===== config.mk =====
export PLATFORM = sky130hd
export DESIGN_NAME = pid_regulator_three_forms
export DESIGN_NICKNAME = d
export VERILOG_FILES = /design/src/sv/pidr_pkg.sv /design/src/sv/pid_regulator_three_forms.sv /design/src/sv/pidr_mul.sv /design/src/sv/pidr_dp.sv /design/src/sv/pidr_seq.sv
export SDC_FILE = /design/constraint.sdc
export NUM_CORES = 2
export LEC_CHECK = 0
export ABC_CLOCK_PERIOD_IN_PS = 7450
export BUFFER_PORTS_ARGS = -buffer_cell sky130_fd_sc_hd__buf_4
export CORE_ASPECT_RATIO = 1.1
export CORE_MARGIN = 2
export CORE_UTILIZATION = 40
export CTS_CLUSTER_SIZE = 12
export DETAILED_ROUTE_END_ITERATION = 16
export SLEW_MARGIN = 25
export SYNTH_ARGS = -nofsm -noshare
export SYNTH_HDL_FRONTEND = slang
export SYNTH_SLANG_ARGS = --single-unit

===== constraint.sdc =====
create_clock -name clk -period 7.45 [get_ports clk]
set_clock_uncertainty 0.1 [all_clocks]
set_input_delay 1.1175 -clock clk [delete_from_list [all_inputs] [get_ports clk]]
set_output_delay 1.1175 -clock clk [all_outputs]
set_load 0.05 [all_outputs]

===== src/sv/pidr_pkg.sv =====
// ----------------------------------------------------------------------------
// pidr_pkg
// Shared types, codes and the control program of the three-form pid regulator.
// ----------------------------------------------------------------------------
package pidr_pkg;

  localparam int PC_W      = 5;
  localparam int OP_W      = 4;
  localparam int SRC_W     = 5;
  localparam int COND_W    = 3;
  localparam int CFG_IDX_W = 3;
  localparam int MUL_CHUNK = 16;

  // datapath operations
  localparam logic [OP_W-1:0] OP_NOP    = 4'd0;
  localparam logic [OP_W-1:0] OP_SUB    = 4'd1;
  localparam logic [OP_W-1:0] OP_ADD    = 4'd2;
  localparam logic [OP_W-1:0] OP_MUL    = 4'd3;
  localparam logic [OP_W-1:0] OP_SUBHI  = 4'd4;
  localparam logic [OP_W-1:0] OP_SUBLO  = 4'd5;
  localparam logic [OP_W-1:0] OP_ICLAMP = 4'd6;
  localparam logic [OP_W-1:0] OP_CLAMP  = 4'd7;
  localparam logic [OP_W-1:0] OP_CLEAR  = 4'd8;

  // operand sources and destinations
  localparam logic [SRC_W-1:0] R_ZERO  = 5'd0;
  localparam logic [SRC_W-1:0] R_REF   = 5'd1;
  localparam logic [SRC_W-1:0] R_FB    = 5'd2;
  localparam logic [SRC_W-1:0] R_ERR   = 5'd3;
  localparam logic [SRC_W-1:0] R_P     = 5'd4;
  localparam logic [SRC_W-1:0] R_D     = 5'd5;
  localparam logic [SRC_W-1:0] R_T     = 5'd6;
  localparam logic [SRC_W-1:0] R_U     = 5'd7;
  localparam logic [SRC_W-1:0] R_INTEG = 5'd8;
  localparam logic [SRC_W-1:0] R_PREV  = 5'd9;
  localparam logic [SRC_W-1:0] R_HI    = 5'd10;
  localparam logic [SRC_W-1:0] R_LO    = 5'd11;
  localparam logic [SRC_W-1:0] R_KP    = 5'd12;
  localparam logic [SRC_W-1:0] R_KI    = 5'd13;
  localparam logic [SRC_W-1:0] R_KD    = 5'd14;
  localparam logic [SRC_W-1:0] R_FFR   = 5'd15;
  localparam logic [SRC_W-1:0] R_FFB   = 5'd16;
  localparam logic [SRC_W-1:0] R_OMAX  = 5'd17;
  localparam logic [SRC_W-1:0] R_OMIN  = 5'd18;

  // jump conditions
  localparam logic [COND_W-1:0] C_NEXT   = 3'd0;
  localparam logic [COND_W-1:0] C_ALWAYS = 3'd1;
  localparam logic [COND_W-1:0] C_CLEAR  = 3'd2;
  localparam logic [COND_W-1:0] C_SERIAL = 3'd3;
  localparam logic [COND_W-1:0] C_PDFF   = 3'd4;

  // configuration register indexes
  localparam logic [CFG_IDX_W-1:0] CFG_FORM = 3'd0;
  localparam logic [CFG_IDX_W-1:0] CFG_KP   = 3'd1;
  localparam logic [CFG_IDX_W-1:0] CFG_KI   = 3'd2;
  localparam logic [CFG_IDX_W-1:0] CFG_KD   = 3'd3;
  localparam logic [CFG_IDX_W-1:0] CFG_OMIN = 3'd4;
  localparam logic [CFG_IDX_W-1:0] CFG_OMAX = 3'd5;
  localparam logic [CFG_IDX_W-1:0] CFG_FFR  = 3'd6;
  localparam logic [CFG_IDX_W-1:0] CFG_FFB  = 3'd7;

  // program labels
  localparam logic [PC_W-1:0] L_PAR_D = 5'd3;
  localparam logic [PC_W-1:0] L_PDFF  = 5'd14;
  localparam logic [PC_W-1:0] L_SER   = 5'd18;
  localparam logic [PC_W-1:0] L_CLR   = 5'd23;
  localparam logic [PC_W-1:0] L_NONE  = 5'd0;

  typedef struct packed {
    logic [OP_W-1:0]   op;
    logic [SRC_W-1:0]  src_a;
    logic [SRC_W-1:0]  src_b;
    logic [SRC_W-1:0]  dst;
    logic              bnd_out;
    logic [COND_W-1:0] cond;
    logic [PC_W-1:0]   target;
    logic              fin;
  } ctrl_t;

  typedef struct packed {
    ctrl_t cw;
    logic  commit;
    logic  mul_start;
  } dp_ctl_t;

  typedef struct packed {
    logic mul_done;
    logic clear;
    logic serial;
    logic pdff;
  } stat_t;

  function automatic ctrl_t mk(input logic [OP_W-1:0] op, input logic [SRC_W-1:0] a,
                               input logic [SRC_W-1:0] b, input logic [SRC_W-1:0] d,
                               input logic bnd, input logic [COND_W-1:0] c,
                               input logic [PC_W-1:0] t, input logic f);
    ctrl_t w;
    w.op      = op;
    w.src_a   = a;
    w.src_b   = b;
    w.dst     = d;
    w.bnd_out = bnd;
    w.cond    = c;
    w.target  = t;
    w.fin     = f;
    return w;
  endfunction

  // control store
  function automatic ctrl_t rom_word(input logic [PC_W-1:0] pc);
    ctrl_t w;
    unique case (pc)
      5'd0:  w = mk(OP_SUB,    R_REF,   R_FB,   R_ERR,   1'b0, C_CLEAR,  L_CLR,   1'b0);
      5'd1:  w = mk(OP_NOP,    R_ZERO,  R_ZERO, R_ZERO,  1'b0, C_PDFF,   L_PDFF,  1'b0);
      5'd2:  w = mk(OP_MUL,    R_KP,    R_ERR,  R_P,     1'b0, C_SERIAL, L_SER,   1'b0);
      // parallel body, also entered from pdff
      5'd3:  w = mk(OP_SUB,    R_ERR,   R_PREV, R_T,     1'b0, C_NEXT,   L_NONE,  1'b0);
      5'd4:  w = mk(OP_MUL,    R_KD,    R_T,    R_D,     1'b0, C_NEXT,   L_NONE,  1'b0);
      5'd5:  w = mk(OP_MUL,    R_KI,    R_ERR,  R_T,     1'b0, C_NEXT,   L_NONE,  1'b0);
      5'd6:  w = mk(OP_SUBHI,  R_OMAX,  R_P,    R_HI,    1'b0, C_NEXT,   L_NONE,  1'b0);
      5'd7:  w = mk(OP_SUBLO,  R_OMIN,  R_P,    R_LO,    1'b0, C_NEXT,   L_NONE,  1'b0);
      5'd8:  w = mk(OP_ADD,    R_INTEG, R_T,    R_T,     1'b0, C_NEXT,   L_NONE,  1'b0);
      5'd9:  w = mk(OP_ICLAMP, R_T,     R_ZERO, R_INTEG, 1'b0, C_NEXT,   L_NONE,  1'b0);
      5'd10: w = mk(OP_ADD,    R_P,     R_INTEG, R_T,    1'b0, C_NEXT,   L_NONE,  1'b0);
      5'd11: w = mk(OP_ADD,    R_T,     R_D,    R_T,     1'b0, C_NEXT,   L_NONE,  1'b0);
      5'd12: w = mk(OP_ADD,    R_ERR,   R_ZERO, R_PREV,  1'b0, C_NEXT,   L_NONE,  1'b0);
      5'd13: w = mk(OP_CLAMP,  R_T,     R_ZERO, R_ZERO,  1'b1, C_NEXT,   L_NONE,  1'b1);
      // pdff weighted error
      5'd14: w = mk(OP_MUL,    R_REF,   R_FFR,  R_T,     1'b0, C_NEXT,   L_NONE,  1'b0);
      5'd15: w = mk(OP_MUL,    R_FB,    R_FFB,  R_U,     1'b0, C_NEXT,   L_NONE,  1'b0);
      5'd16: w = mk(OP_SUB,    R_T,     R_U,    R_T,     1'b0, C_NEXT,   L_NONE,  1'b0);
      5'd17: w = mk(OP_MUL,    R_KP,    R_T,    R_P,     1'b0, C_ALWAYS, L_PAR_D, 1'b0);
      // serial pi
      5'd18: w = mk(OP_MUL,    R_KI,    R_P,    R_T,     1'b0, C_NEXT,   L_NONE,  1'b0);
      5'd19: w = mk(OP_ADD,    R_INTEG, R_T,    R_T,     1'b0, C_NEXT,   L_NONE,  1'b0);
      5'd20: w = mk(OP_ICLAMP, R_T,     R_ZERO, R_INTEG, 1'b1, C_NEXT,   L_NONE,  1'b0);
      5'd21: w = mk(OP_ADD,    R_P,     R_INTEG, R_T,    1'b0, C_NEXT,   L_NONE,  1'b0);
      5'd22: w = mk(OP_CLAMP,  R_T,     R_ZERO, R_ZERO,  1'b1, C_NEXT,   L_NONE,  1'b1);
      default: w = mk(OP_CLEAR, R_ZERO, R_ZERO, R_ZERO,  1'b0, C_NEXT,   L_NONE,  1'b1);
    endcase
    return w;
  endfunction

endpackage


===== src/sv/pid_regulator_three_forms.sv =====
// ----------------------------------------------------------------------------
// pid_regulator_three_forms
// Three-form fixed-point pid regulator (parallel pid, serial pi, pdff).
// ----------------------------------------------------------------------------
// One transfer of reference and feedback gives one transfer of drive_value.
// Values are signed with FRAC_BITS fraction bits; every add, subtract and
// product saturates, products truncate toward zero. form_select picks the
// form (0 parallel pid with headroom anti-windup, 1 serial pi, 2 pdff,
// 3 acts as 0). clear_state zeroes integral and previous error and gives 0.
// Configuration writes are taken at any time but must only be issued while
// the block is idle. Items are worked one at a time by a microcoded
// sequencer over one shared multiplier. The next item is taken as soon as
// the last step retires, even while the previous result still waits in the
// output register.
// ----------------------------------------------------------------------------
module pid_regulator_three_forms #(
  parameter int DATA_WIDTH = 32,
  parameter int FRAC_BITS  = 16
) (
  input  logic                           clk,
  input  logic                           rst,
  // configuration
  input  logic                           cfg_write,
  input  logic [pidr_pkg::CFG_IDX_W-1:0] cfg_index,
  input  logic [DATA_WIDTH-1:0]          cfg_data,
  // input channel
  input  logic                           in_valid,
  output logic                           in_stall,
  input  logic [DATA_WIDTH-1:0]          reference,
  input  logic [DATA_WIDTH-1:0]          feedback,
  input  logic                           integral_off,
  input  logic                           clear_state,
  // output channel
  output logic                           out_valid,
  input  logic                           out_stall,
  output logic [DATA_WIDTH-1:0]          drive_value
);
  import pidr_pkg::*;

  logic                  busy;
  logic                  accept;
  logic                  out_free;
  logic                  finish;
  logic [DATA_WIDTH-1:0] ref_q;
  logic [DATA_WIDTH-1:0] fb_q;
  logic                  ioff_q;
  logic                  clr_q;
  logic [DATA_WIDTH-1:0] result;
  dp_ctl_t               ctl;
  stat_t                 stat;

  // one item in flight; the input side waits only while the program runs
  assign in_stall = busy;
  assign accept   = in_valid && !busy;

  // output register frees up in the same cycle its transfer happens
  assign out_free = !out_valid || !out_stall;
  assign finish   = ctl.commit && ctl.cw.fin;

  // capture the item for the length of its program
  always_ff @(posedge clk) begin
    if (accept) begin
      ref_q  <= reference;
      fb_q   <= feedback;
      ioff_q <= integral_off;
      clr_q  <= clear_state;
    end
  end

  pidr_seq u_seq (
    .clk      (clk),
    .rst      (rst),
    .start    (accept),
    .out_free (out_free),
    .stat     (stat),
    .ctl      (ctl),
    .busy     (busy)
  );

  pidr_dp #(
    .DATA_WIDTH (DATA_WIDTH),
    .FRAC_BITS  (FRAC_BITS)
  ) u_dp (
    .clk       (clk),
    .rst       (rst),
    .cfg_write (cfg_write),
    .cfg_index (cfg_index),
    .cfg_data  (cfg_data),
    .ref_q     (ref_q),
    .fb_q      (fb_q),
    .ioff_q    (ioff_q),
    .clr_q     (clr_q),
    .ctl       (ctl),
    .stat      (stat),
    .result    (result)
  );

  // output register, loaded by the final step of each program
  always_ff @(posedge clk) begin
    if (rst) begin
      out_valid <= 1'b0;
    end else if (finish) begin
      out_valid <= 1'b1;
    end else if (out_valid && !out_stall) begin
      out_valid <= 1'b0;
    end
  end

  always_ff @(posedge clk) begin
    if (finish) begin
      drive_value <= result;
    end
  end

  a_accept_busy: assert property (@(posedge clk) disable iff (rst) accept |=> busy && !out_free
                                  || busy)
    else $error("accepted item did not start the sequencer");

endmodule


===== src/sv/pidr_mul.sv =====
// ----------------------------------------------------------------------------
// pidr_mul
// Multi-cycle signed fixed-point multiplier with truncation and saturation.
// ----------------------------------------------------------------------------
module pidr_mul #(
  parameter int DATA_WIDTH = 32,
  parameter int FRAC_BITS  = 16
) (
  input  logic                  clk,
  input  logic                  rst,
  input  logic                  start,
  input  logic [DATA_WIDTH-1:0] a,
  input  logic [DATA_WIDTH-1:0] b,
  output logic                  done,
  output logic [DATA_WIDTH-1:0] result
);
  import pidr_pkg::*;

  localparam int W     = DATA_WIDTH;
  localparam int NCH   = (W + MUL_CHUNK - 1) / MUL_CHUNK;
  localparam int PAD_W = NCH * MUL_CHUNK;
  localparam int ACC_W = 2 * W;
  localparam int CNT_W = $clog2(NCH + 1);
  localparam logic [W-1:0] VMAX = {1'b0, {(W-1){1'b1}}};
  localparam logic [W-1:0] VMIN = {1'b1, {(W-1){1'b0}}};

  logic                   run;
  logic [CNT_W-1:0]       cnt;
  logic                   neg;
  logic [W-1:0]           ua;
  logic [PAD_W-1:0]       ub;
  logic [ACC_W-1:0]       acc;
  logic [W-1:0]           a_mag;
  logic [W-1:0]           b_mag;
  logic [W+MUL_CHUNK-1:0] prod;
  logic [ACC_W-1:0]       acc_next;
  logic [ACC_W-1:0]       quo;
  logic                   ovf;

  assign a_mag    = a[W-1] ? (~a + W'(1)) : a;
  assign b_mag    = b[W-1] ? (~b + W'(1)) : b;
  // msb chunk first, so the running sum shifts by a constant
  assign prod     = ua * ub[PAD_W-1 -: MUL_CHUNK];
  assign acc_next = (acc << MUL_CHUNK) + ACC_W'(prod);
  assign quo      = acc >> FRAC_BITS;
  assign ovf      = |quo[ACC_W-1:W-1];

  always_comb begin
    if (ovf) begin
      result = neg ? VMIN : VMAX;
    end else if (neg) begin
      result = ~quo[W-1:0] + W'(1);
    end else begin
      result = quo[W-1:0];
    end
  end

  always_ff @(posedge clk) begin
    if (rst) begin
      run  <= 1'b0;
      done <= 1'b0;
      cnt  <= '0;
    end else begin
      done <= 1'b0;
      if (start) begin
        run <= 1'b1;
        cnt <= CNT_W'(NCH);
      end else if (run) begin
        cnt <= cnt - CNT_W'(1);
        if (cnt == CNT_W'(1)) begin
          run  <= 1'b0;
          done <= 1'b1;
        end
      end
    end
  end

  always_ff @(posedge clk) begin
    if (start) begin
      neg <= a[W-1] ^ b[W-1];
      ua  <= a_mag;
      ub  <= PAD_W'(b_mag);
      acc <= '0;
    end else if (run) begin
      acc <= acc_next;
      ub  <= ub << MUL_CHUNK;
    end
  end

  a_done_idle: assert property (@(posedge clk) disable iff (rst) done |-> !run)
    else $error("multiplier done while still running");

endmodule


===== src/sv/pidr_dp.sv =====
// ----------------------------------------------------------------------------
// pidr_dp
// Datapath: configuration registers, work registers, saturating alu, multiplier.
// ----------------------------------------------------------------------------
module pidr_dp #(
  parameter int DATA_WIDTH = 32,
  parameter int FRAC_BITS  = 16
) (
  input  logic                           clk,
  input  logic                           rst,
  input  logic                           cfg_write,
  input  logic [pidr_pkg::CFG_IDX_W-1:0] cfg_index,
  input  logic [DATA_WIDTH-1:0]          cfg_data,
  input  logic [DATA_WIDTH-1:0]          ref_q,
  input  logic [DATA_WIDTH-1:0]          fb_q,
  input  logic                           ioff_q,
  input  logic                           clr_q,
  input  pidr_pkg::dp_ctl_t              ctl,
  output pidr_pkg::stat_t                stat,
  output logic [DATA_WIDTH-1:0]          result
);
  import pidr_pkg::*;

  localparam int W = DATA_WIDTH;
  localparam logic [W-1:0] VMAX  = {1'b0, {(W-1){1'b1}}};
  localparam logic [W-1:0] VMIN  = {1'b1, {(W-1){1'b0}}};
  localparam logic [W-1:0] ONE_Q = (FRAC_BITS < W - 1) ?
                                   ({{(W-1){1'b0}}, 1'b1} << FRAC_BITS) : VMAX;

  logic [1:0]   form_select;
  logic [W-1:0] kp_gain, ki_ts_gain, kd_gain, out_min, out_max, ff_ref_gain, ff_fb_gain;
  logic [W-1:0] err, p, d, t, u, integ, prev, hi, lo;
  logic [W-1:0] a_val, b_val, r, s_sub, s_add, bnd_lo, bnd_hi, clamped;
  logic         mul_done;
  logic [W-1:0] mul_result;

  function automatic logic [W-1:0] sat_add(input logic [W-1:0] x, input logic [W-1:0] y);
    logic [W:0] s;
    s = {x[W-1], x} + {y[W-1], y};
    if (s[W] != s[W-1]) begin
      return s[W] ? VMIN : VMAX;
    end
    return s[W-1:0];
  endfunction

  function automatic logic [W-1:0] sat_sub(input logic [W-1:0] x, input logic [W-1:0] y);
    logic [W:0] s;
    s = {x[W-1], x} - {y[W-1], y};
    if (s[W] != s[W-1]) begin
      return s[W] ? VMIN : VMAX;
    end
    return s[W-1:0];
  endfunction

  function automatic logic [W-1:0] sel(input logic [SRC_W-1:0] code);
    logic [W-1:0] v;
    case (code)
      R_REF:   v = ref_q;
      R_FB:    v = fb_q;
      R_ERR:   v = err;
      R_P:     v = p;
      R_D:     v = d;
      R_T:     v = t;
      R_U:     v = u;
      R_INTEG: v = integ;
      R_PREV:  v = prev;
      R_HI:    v = hi;
      R_LO:    v = lo;
      R_KP:    v = kp_gain;
      R_KI:    v = ki_ts_gain;
      R_KD:    v = kd_gain;
      R_FFR:   v = ff_ref_gain;
      R_FFB:   v = ff_fb_gain;
      R_OMAX:  v = out_max;
      R_OMIN:  v = out_min;
      default: v = '0;
    endcase
    return v;
  endfunction

  assign a_val  = sel(ctl.cw.src_a);
  assign b_val  = sel(ctl.cw.src_b);
  assign s_sub  = sat_sub(a_val, b_val);
  assign s_add  = sat_add(a_val, b_val);
  assign bnd_lo = ctl.cw.bnd_out ? out_min : lo;
  assign bnd_hi = ctl.cw.bnd_out ? out_max : hi;

  // upper bound first, then lower bound wins
  always_comb begin
    clamped = a_val;
    if ($signed(clamped) > $signed(bnd_hi)) begin
      clamped = bnd_hi;
    end
    if ($signed(clamped) < $signed(bnd_lo)) begin
      clamped = bnd_lo;
    end
  end

  always_comb begin
    unique case (ctl.cw.op)
      OP_SUB:    r = s_sub;
      OP_ADD:    r = s_add;
      OP_MUL:    r = mul_result;
      OP_SUBHI:  r = s_sub[W-1] ? '0 : s_sub;
      OP_SUBLO:  r = (!s_sub[W-1] && (s_sub != '0)) ? '0 : s_sub;
      OP_ICLAMP: r = ioff_q ? '0 : clamped;
      OP_CLAMP:  r = clamped;
      default:   r = '0;
    endcase
  end

  assign result = r;

  pidr_mul #(
    .DATA_WIDTH (DATA_WIDTH),
    .FRAC_BITS  (FRAC_BITS)
  ) u_mul (
    .clk    (clk),
    .rst    (rst),
    .start  (ctl.mul_start),
    .a      (a_val),
    .b      (b_val),
    .done   (mul_done),
    .result (mul_result)
  );

  assign stat.mul_done = mul_done;
  assign stat.clear    = clr_q;
  assign stat.serial   = (form_select == 2'd1);
  assign stat.pdff     = (form_select == 2'd2);

  always_ff @(posedge clk) begin
    if (rst) begin
      form_select <= 2'd0;
      kp_gain     <= '0;
      ki_ts_gain  <= '0;
      kd_gain     <= '0;
      out_min     <= VMIN;
      out_max     <= VMAX;
      ff_ref_gain <= ONE_Q;
      ff_fb_gain  <= ONE_Q;
    end else if (cfg_write) begin
      unique case (cfg_index)
        CFG_FORM: form_select <= cfg_data[1:0];
        CFG_KP:   kp_gain     <= cfg_data;
        CFG_KI:   ki_ts_gain  <= cfg_data;
        CFG_KD:   kd_gain     <= cfg_data;
        CFG_OMIN: out_min     <= cfg_data;
        CFG_OMAX: out_max     <= cfg_data;
        CFG_FFR:  ff_ref_gain <= cfg_data;
        CFG_FFB:  ff_fb_gain  <= cfg_data;
        default: ;
      endcase
    end
  end

  // controller state
  always_ff @(posedge clk) begin
    if (rst) begin
      integ <= '0;
      prev  <= '0;
    end else if (ctl.commit) begin
      if (ctl.cw.op == OP_CLEAR) begin
        integ <= '0;
        prev  <= '0;
      end else if (ctl.cw.dst == R_INTEG) begin
        integ <= r;
      end else if (ctl.cw.dst == R_PREV) begin
        prev <= r;
      end
    end
  end

  // scratch registers
  always_ff @(posedge clk) begin
    if (ctl.commit) begin
      case (ctl.cw.dst)
        R_ERR:   err <= r;
        R_P:     p   <= r;
        R_D:     d   <= r;
        R_T:     t   <= r;
        R_U:     u   <= r;
        R_HI:    hi  <= r;
        R_LO:    lo  <= r;
        default: ;
      endcase
    end
  end

endmodule


===== src/sv/pidr_seq.sv =====
// ----------------------------------------------------------------------------
// pidr_seq
// Microcode sequencer: step counter, control store and conditional jumps.
// ----------------------------------------------------------------------------
module pidr_seq (
  input  logic              clk,
  input  logic              rst,
  input  logic              start,
  input  logic              out_free,
  input  pidr_pkg::stat_t   stat,
  output pidr_pkg::dp_ctl_t ctl,
  output logic              busy
);
  import pidr_pkg::*;

  logic [PC_W-1:0] pc;
  logic            mul_run;
  ctrl_t           cw;
  logic            take;
  logic            commit;
  logic            mul_start;

  assign cw = rom_word(pc);

  always_comb begin
    unique case (cw.cond)
      C_ALWAYS: take = 1'b1;
      C_CLEAR:  take = stat.clear;
      C_SERIAL: take = stat.serial;
      C_PDFF:   take = stat.pdff;
      default:  take = 1'b0;
    endcase
  end

  // a multiply step waits for the unit, a final step waits for a free output slot
  assign mul_start = busy && (cw.op == OP_MUL) && !mul_run;
  assign commit    = busy && ((cw.op != OP_MUL) || stat.mul_done) && (!cw.fin || out_free);

  assign ctl.cw        = cw;
  assign ctl.commit    = commit;
  assign ctl.mul_start = mul_start;

  always_ff @(posedge clk) begin
    if (rst) begin
      busy    <= 1'b0;
      pc      <= '0;
      mul_run <= 1'b0;
    end else begin
      if (start) begin
        busy <= 1'b1;
        pc   <= '0;
      end else if (commit) begin
        pc <= take ? cw.target : pc + PC_W'(1);
        if (cw.fin) begin
          busy <= 1'b0;
        end
      end
      if (mul_start) begin
        mul_run <= 1'b1;
      end else if (commit) begin
        mul_run <= 1'b0;
      end
    end
  end

  a_mul_latency: assert property (@(posedge clk) disable iff (rst) mul_start |=> !commit)
    else $error("multiply step retired one cycle after launch");

  a_idle_quiet: assert property (@(posedge clk) disable iff (rst) !busy |-> !commit && !mul_start)
    else $error("control step retired while idle");

  a_fin_idle: assert property (@(posedge clk) disable iff (rst) (commit && cw.fin) |=> !busy)
    else $error("sequencer still busy after final step");

endmodule

# Word-level counts from Yosys, hierarchy flattened
# Memories as Yosys holds them, arrays and structs flattened. A register that Yosys moved wholly into a read port is not among the register bits.
# Index checks and enable logic that the tools add are counted.
# classes
n_addsub	8
mul	1
div_mod_pow	0
n_lt_le_gt_ge	2
n_eq_ne	71
shift	0
n_mux	47
n_bitwise	5
n_reduce_logical	48
# ops
op	count
32-bit case mux with 18 select lines	2
32-bit two-way mux	23
32-bit case mux with 7 select lines	1
5-bit by 4-bit equality test with 1-bit output (second input constant)	20
32-bit by 1-bit adder with 32-bit output (second input constant)	3
32-bit inverter	3
64-bit by 48-bit adder with 64-bit output	1
31-bit two-way mux	2
5-bit by 3-bit equality test with 1-bit output (second input constant)	12
32-bit by 16-bit multiplier with 48-bit output	1
2-bit AND reduction	17
32-bit by 32-bit adder with 33-bit output	1
32-bit by 32-bit subtractor with 33-bit output	1
32-bit greater-than comparator	1
32-bit less-than comparator	1
32-bit nonzero test	1
5-bit equality test (second input constant)	6
5-bit by 2-bit equality test with 1-bit output (second input constant)	5
17-bit OR reduction	1
4-bit by 3-bit equality test with 1-bit output (second input constant)	4
3-bit equality test (second input constant)	5
5-bit two-way mux	3
2-bit nonzero test	7
1-bit two-way mux	13
other kinds (24)	48
# totals
ff_bits	753
latch_bits	0
ramBits	0
rom_bits	896
input_bits	106
out_inout_bits	34
elab_cells	218
mem_count	1
# memory_table
memory	depth	word_bits	rd	rd_clocked_by_memory_dff	write_ports	line_no	rtl
(name not given)	32	28	1	1	0	pidr_pkg.sv:113	unique case (pc)

# Longest topological paths before layout
# depth
depth_word	13
ltp_mapped	36
mapped_depth_nobuf	29

# Hierarchy
# From an unflattened synthesis, not the netlist that was laid out.
# unflattened
cells_unflattened	6756
hier_area_um2	61248.7
# by_module_without_submodules
mod	n_inst	cells_each	area_per_inst_um2	seq_area_each_um2
pidr_dp	1	3614	31798.0	12532.0
pidr_mul	1	2839	24674.9	3313.2
pid_regulator_three_forms	1	104	2991.6	2962.8
pidr_seq	1	199	1784.2	660.6

# Worst setup path before layout
# OpenSTA, ideal clock, no wires.
# synth_timing
path_kind	register to register
startpoint	register, netlist name u_seq.cw[21]
endpoint	register drive_value[31] (data pin)
setup_ns	0.309
t_arrival_ns	7.728
required_time_ns	7.041
path_slack_ns	-0.687
path_stages_with_launch	35
path_buffers	7
period_less_slack_ns	8.137
cell_sequence	dfxtp_1 clkbuf_1 buf_1 clkbuf_1 buf_1 mux2i_1 o21ai_0 a221o_1 a221oi_1 nand3_1 ha_1 a21oi_1 nor2b_1 o21ai_0 nand3b_1 nor3_1 mux2i_1 clkbuf_1 clkbuf_1 nor2_1 a21oi_1 ha_1 a2111oi_0 o21ai_0 a31o_2 a21oi_1 o21a_1 nor2_1 nor2_1 o311a_1 buf_2 mux2i_1 nor2_1 a2111oi_0 inv_1
# synth_via
elab_chain_cells	10
elab_cells_between_ends	41
cone_classes	2 x add/sub; 2 x order compare; 20 x eq/ne; 14 x mux; 3 x reduce/logical
# synth_lines
item	line_no	rtl
5-bit equality test (tied with other cells)	pidr_dp.sv:57	case (code)
32-bit case mux with 18 select lines *	pidr_dp.sv:57	
parallel branches: the longest is 7 deep, another holds 32-bit greater-than comparator	n/a	
32-bit case mux with 7 select lines *	pidr_dp.sv:100	unique case (ctl.cw.op)
via result[31]	pid_regulator_three_forms.sv:48	logic [DATA_WIDTH-1:0] result;
end signal: assignment	pid_regulator_three_forms.sv:111	drive_value <= result;
end: declaration	pid_regulator_three_forms.sv:36	output logic [DATA_WIDTH-1:0] drive_value
# Mark *: on every way through the listed nets, which the timed path passes. The select of a mux whose other input is x is not followed.
# A chain may end at the register's enable or synchronous reset.

# Worst setup path after layout
# layout_timing
startpoint	register, netlist name u_seq.cw[24]
endpoint	register u_dp.lo[14] (data pin)
# layout_via
elab_chain_cells	10
elab_cells_between_ends	42
cone_classes	2 x add/sub; 2 x order compare; 20 x eq/ne; 15 x mux; 3 x reduce/logical
# layout_lines
item	line_no	rtl
5-bit equality test (tied with other cells)	pidr_dp.sv:57	
32-bit case mux with 18 select lines *	pidr_dp.sv:57	
parallel branches: the longest is 7 deep, another holds 32-bit greater-than comparator	n/a	
32-bit case mux with 7 select lines *	pidr_dp.sv:100	
via result[14]	pid_regulator_three_forms.sv:48	
end signal: assignment	pidr_dp.sv:184	R_LO: lo <= r;
end: declaration	pidr_dp.sv:32	logic [W-1:0] err, p, d, t, u, integ, prev, hi, lo;
# Marks and branches as above.

==> run summary <==
The post-synthesis instance area came out at 0.0607 mm². Counting instances, the worst hold path has a depth of 1. The per-cell via count in the routed design came out at 6.15. The most used cell along the critical path is sky130_fd_sc_hd__buf_4. The register-to-register path setup slack is 110 ps.

The post-route minimum period came out at 7340 ps. Averaged over all synthesized cells, the footprint is 8.97 µm². The slowest stage of the critical path is the sky130_fd_sc_hd__a211oi_2 cell. The worst reg2reg path endpoint is u_dp.lo[14]. The post-detailed-route wirelength per cell is 29.3 µm. After synthesis, the largest family of logic cells by area is adder cells. The clock sink count came out at 779. The count of mapped cells out of synthesis is 6761. At the pin with the least slew margin, the transition time is 1120 ps. The final estimated routing congestion in global placement came out at 1.05.

Entering global routing, the biggest net connects 87 pins. The share of the Yosys chip area taken by registers is 0.321. The worst register-to-register path begins at u_seq.cw[24]. The via count of the first global-routing pass came out at 57200. Buffers placed on the I/O ports in this run total 139.

The depth of the worst register-to-register path is 36. The maximum fanout along the worst path came out at 14. The data required time at the worst endpoint is 7840 ps. The setup path with the least slack is of type reg -> reg. The post-CTS clock slew at the launch and capture registers of the worst setup and hold paths came out at 70 ps. Of the available clock period, the critical path in the final layout requires 0.985. The library cells used most frequently in the layout, excluding fill and tap cells, are sky130_fd_sc_hd__nand2_1 (1013), sky130_fd_sc_hd__buf_4 (938), sky130_fd_sc_hd__inv_1 (614), sky130_fd_sc_hd__fa_1 (452), sky130_fd_sc_hd__a21oi_1 (427). The number of hold-slack violations in the final timing report is 0.

The endpoint of the worst hold path is u_dp.u_mul.acc[63]. The synthesized design contains 779 register bits. The share of cells above drive strength 1 is 0.185.

The setup TNS after final layout came out at 0 ps. Fill cells in the final layout number 14300. The adder and majority cell fraction of the synthesized area is 0.207. The min-delay analysis places its worst path in the category reg -> reg. The all-layer global routing usage is 0.351. The synthesized-area fraction occupied by ao, oa, aoi and oai cells was 0.186. The synthesized net count is 7597. The layout net count is 8262. The most frequent standard cell in the layout excluding fill and tap cells is sky130_fd_sc_hd__nand2_1. The parity-gate share of the synthesized area counting xor and xnor cells came out at 0.0219.

The number of enable-type register cells in the synthesized netlist is 387. The chip height is 412 µm. STA classifies the critical path endpoint as a flop. The number of warning messages in the yosys log is 0.

For this run, the leading register cell type out of synthesis is sky130_fd_sc_hd__dfxtp_1. The count of pins over their slew limit came out at 0. The worst pin sits at a relative slew slack of 0.245.

The register with the most flip-flops in the final layout is u_dp.u_mul.acc. The final route contains 58200 vias. The total die area came out at 0.155 mm². The area growth from synthesis to final layout is 22.2%. The H-tree depth came out at 3.

The first-pass GRT wire length came out at 398000 µm. The total grt overflow came out at 0. The worst hold path begins at u_dp.u_mul.acc[63]. The starting utilization of the core area came out at 0.404. The number of buffers on the longest clock path is 3. The run finished with clean final reports. Setup repair after global routing could not meet its margin everywhere. The tree is rooted in a sky130_fd_sc_hd__clkbuf_16.

The total of max-cap violations is 0. The initial antenna violation count is 5. The setup-violating endpoint count in the final report is 0. The worst setup path is launched from a flop. Timing would allow up to 0.136 GHz. The share of cell area taken by muxes after synthesis is 0.0241. The initial detailed-routing violation count came out at 7290. The number of distinct library cells after synthesis is 99. The critical path data arrival time is 7720 ps.

The total detailed-routing wirelength is 278000 µm. For this run, asynchronously set or reset flops after synthesis account for 0. The region available for standard cell placement spans 0.150 mm². Of the total synthesized cell area, the portion taken by AND, OR, NAND and NOR gates is 0.172. The source-to-sink clock delay at the later pin of the worst-skew pair is 760 ps.

The DRC violation count after routing came out at 0. The kind of cell adding the most delay to the critical path is simple AND/OR/NAND/NOR gates. TritonCTS built the clock tree.

The horizontal die dimension is 375 µm. The length of the first detailed-routing pass in iterations came out at 8. The number of nets with antenna violations after detailed routing came out at 0. The HPWL after detailed placement is 210000 µm. The number of placement rows is 149. The number of flip-flops in the largest register came out at 64. In this run, CTS created clock tree buffers numbering 85. The maximum single-stage delay on the critical path came out at 470 ps.

The top-level port count is 140. The sum of buffers and inverters on the critical path came out at 11.
==> synthesized netlist by cell type, types with 35 or more instances <==
library cell	n	area [µm²]
sky130_fd_sc_hd__and3_1	97	607
sky130_fd_sc_hd__a22o_1	60	526
sky130_fd_sc_hd__ha_1	278	3480
sky130_fd_sc_hd__a211oi_1	86	646
sky130_fd_sc_hd__fa_1	452	9050
sky130_fd_sc_hd__a22oi_1	349	2620
sky130_fd_sc_hd__clkbuf_1	398	1490
sky130_fd_sc_hd__xnor2_1	117	1020
sky130_fd_sc_hd__nand3_1	125	626
sky130_fd_sc_hd__nor2_1	347	1300
sky130_fd_sc_hd__or3_1	47	294
sky130_fd_sc_hd__buf_1	36	135
sky130_fd_sc_hd__a221oi_1	58	508
sky130_fd_sc_hd__dfxtp_1	392	7850
sky130_fd_sc_hd__a21oi_1	439	2200
sky130_fd_sc_hd__a211o_1	44	385
sky130_fd_sc_hd__o21ai_0	180	901
sky130_fd_sc_hd__nand2_1	1035	3880
sky130_fd_sc_hd__inv_1	617	2320
sky130_fd_sc_hd__and2_1	198	1240
sky130_fd_sc_hd__a21o_1	64	480
sky130_fd_sc_hd__nand4_1	80	500
sky130_fd_sc_hd__nor2b_1	60	375
sky130_fd_sc_hd__a311oi_1	55	482
sky130_fd_sc_hd__xor2_1	35	307
sky130_fd_sc_hd__edfxtp_1	387	11600
sky130_fd_sc_hd__nor3_1	82	410
sky130_fd_sc_hd__mux2i_1	119	1190
==> per-layer routing <==
metal / vias to the layer above / track usage / routed length, µm
met3: 982 / 0.0808 / 28000
li1: 25000 / - / -
met2: 3522 / 0.563 / 124000
met1: 28600 / 0.441 / 107000
met5: - / 0 / 100
met4: 8 / 0.188 / 18300
==> worst max path at each step <==
stage                     start                  to  depth (start not counted)
6_report           u_seq.cw[24]         u_dp.lo[14]                         36
5_1_grt            u_seq.cw[24]           u_dp.t[7]                         34
4_1_cts        u_dp.u_mul.ua[7]  u_dp.u_mul.acc[43]                         29
3_5_place_dp       u_seq.cw[24]         u_dp.hi[21]                         34
3_3_place_gp       u_seq.cw[24]           u_dp.u[8]                         34
2_1_floorplan      u_seq.cw[20]     drive_value[17]                         33
==> stage by stage <==
| stage | cells | hold slack, ps | util | cell area (µm²) | setup slack (ps) |
|---|---|---|---|---|---|
| floorplan | 6761 | 327 | - | 60700 | 7.72 |
| global placement | 9263 | 345 | 0.466 | 70000 | -1460 |
| detailed placement | 9264 | 353 | 0.466 | 70000 | -1140 |
| CTS | 9427 | 367 | 0.486 | 73100 | 23.3 |
| global route | 9462 | 386 | 0.493 | 74100 | -124 |
| finish | 9465 | 363 | 0.493 | 74100 | 114 |
==> what timing repair did <==
item                                    4_1_cts  5_1_grt
hold buffers                                  0        0
gates cloned                                  0        4
buffers inserted                              3       32
pin swaps                                    12       60
endpoints found under the setup margin      329      340
resized for setup                            52      157
==> cells by family (layout without fill, tap and decap cells) <==
family / count (synthesis) / after routing
buf+inv: 1081 / 1819
simple gates: 2230 / 2230
mux: 142 / 142
fa+ha+maj: 731 / 731
compound gates: 1646 / 1646
xor+xnor: 152 / 152
flops: 779 / 779
other cells: 0 / 3
==> final cells by class <==
| type | count | area, µm² | area share |
|---|---|---|---|
| well taps | 1963 | 2460 | 0.0332 |
| diodes | 3 | 7.51 | 0.000101 |
| repair buffers | 1040 | 8930 | 0.121 |
| clock inverters | 34 | 439 | 0.00593 |
| flip-flops and latches | 779 | 19500 | 0.263 |
| multi-input cells | 4901 | 38100 | 0.514 |
| inverters | 619 | 2330 | 0.0314 |
| clock buffers | 126 | 2360 | 0.0319 |
Power is not shown: default switching activity piles up to over one toggle a cycle in this logic, so the estimate is an artifact.
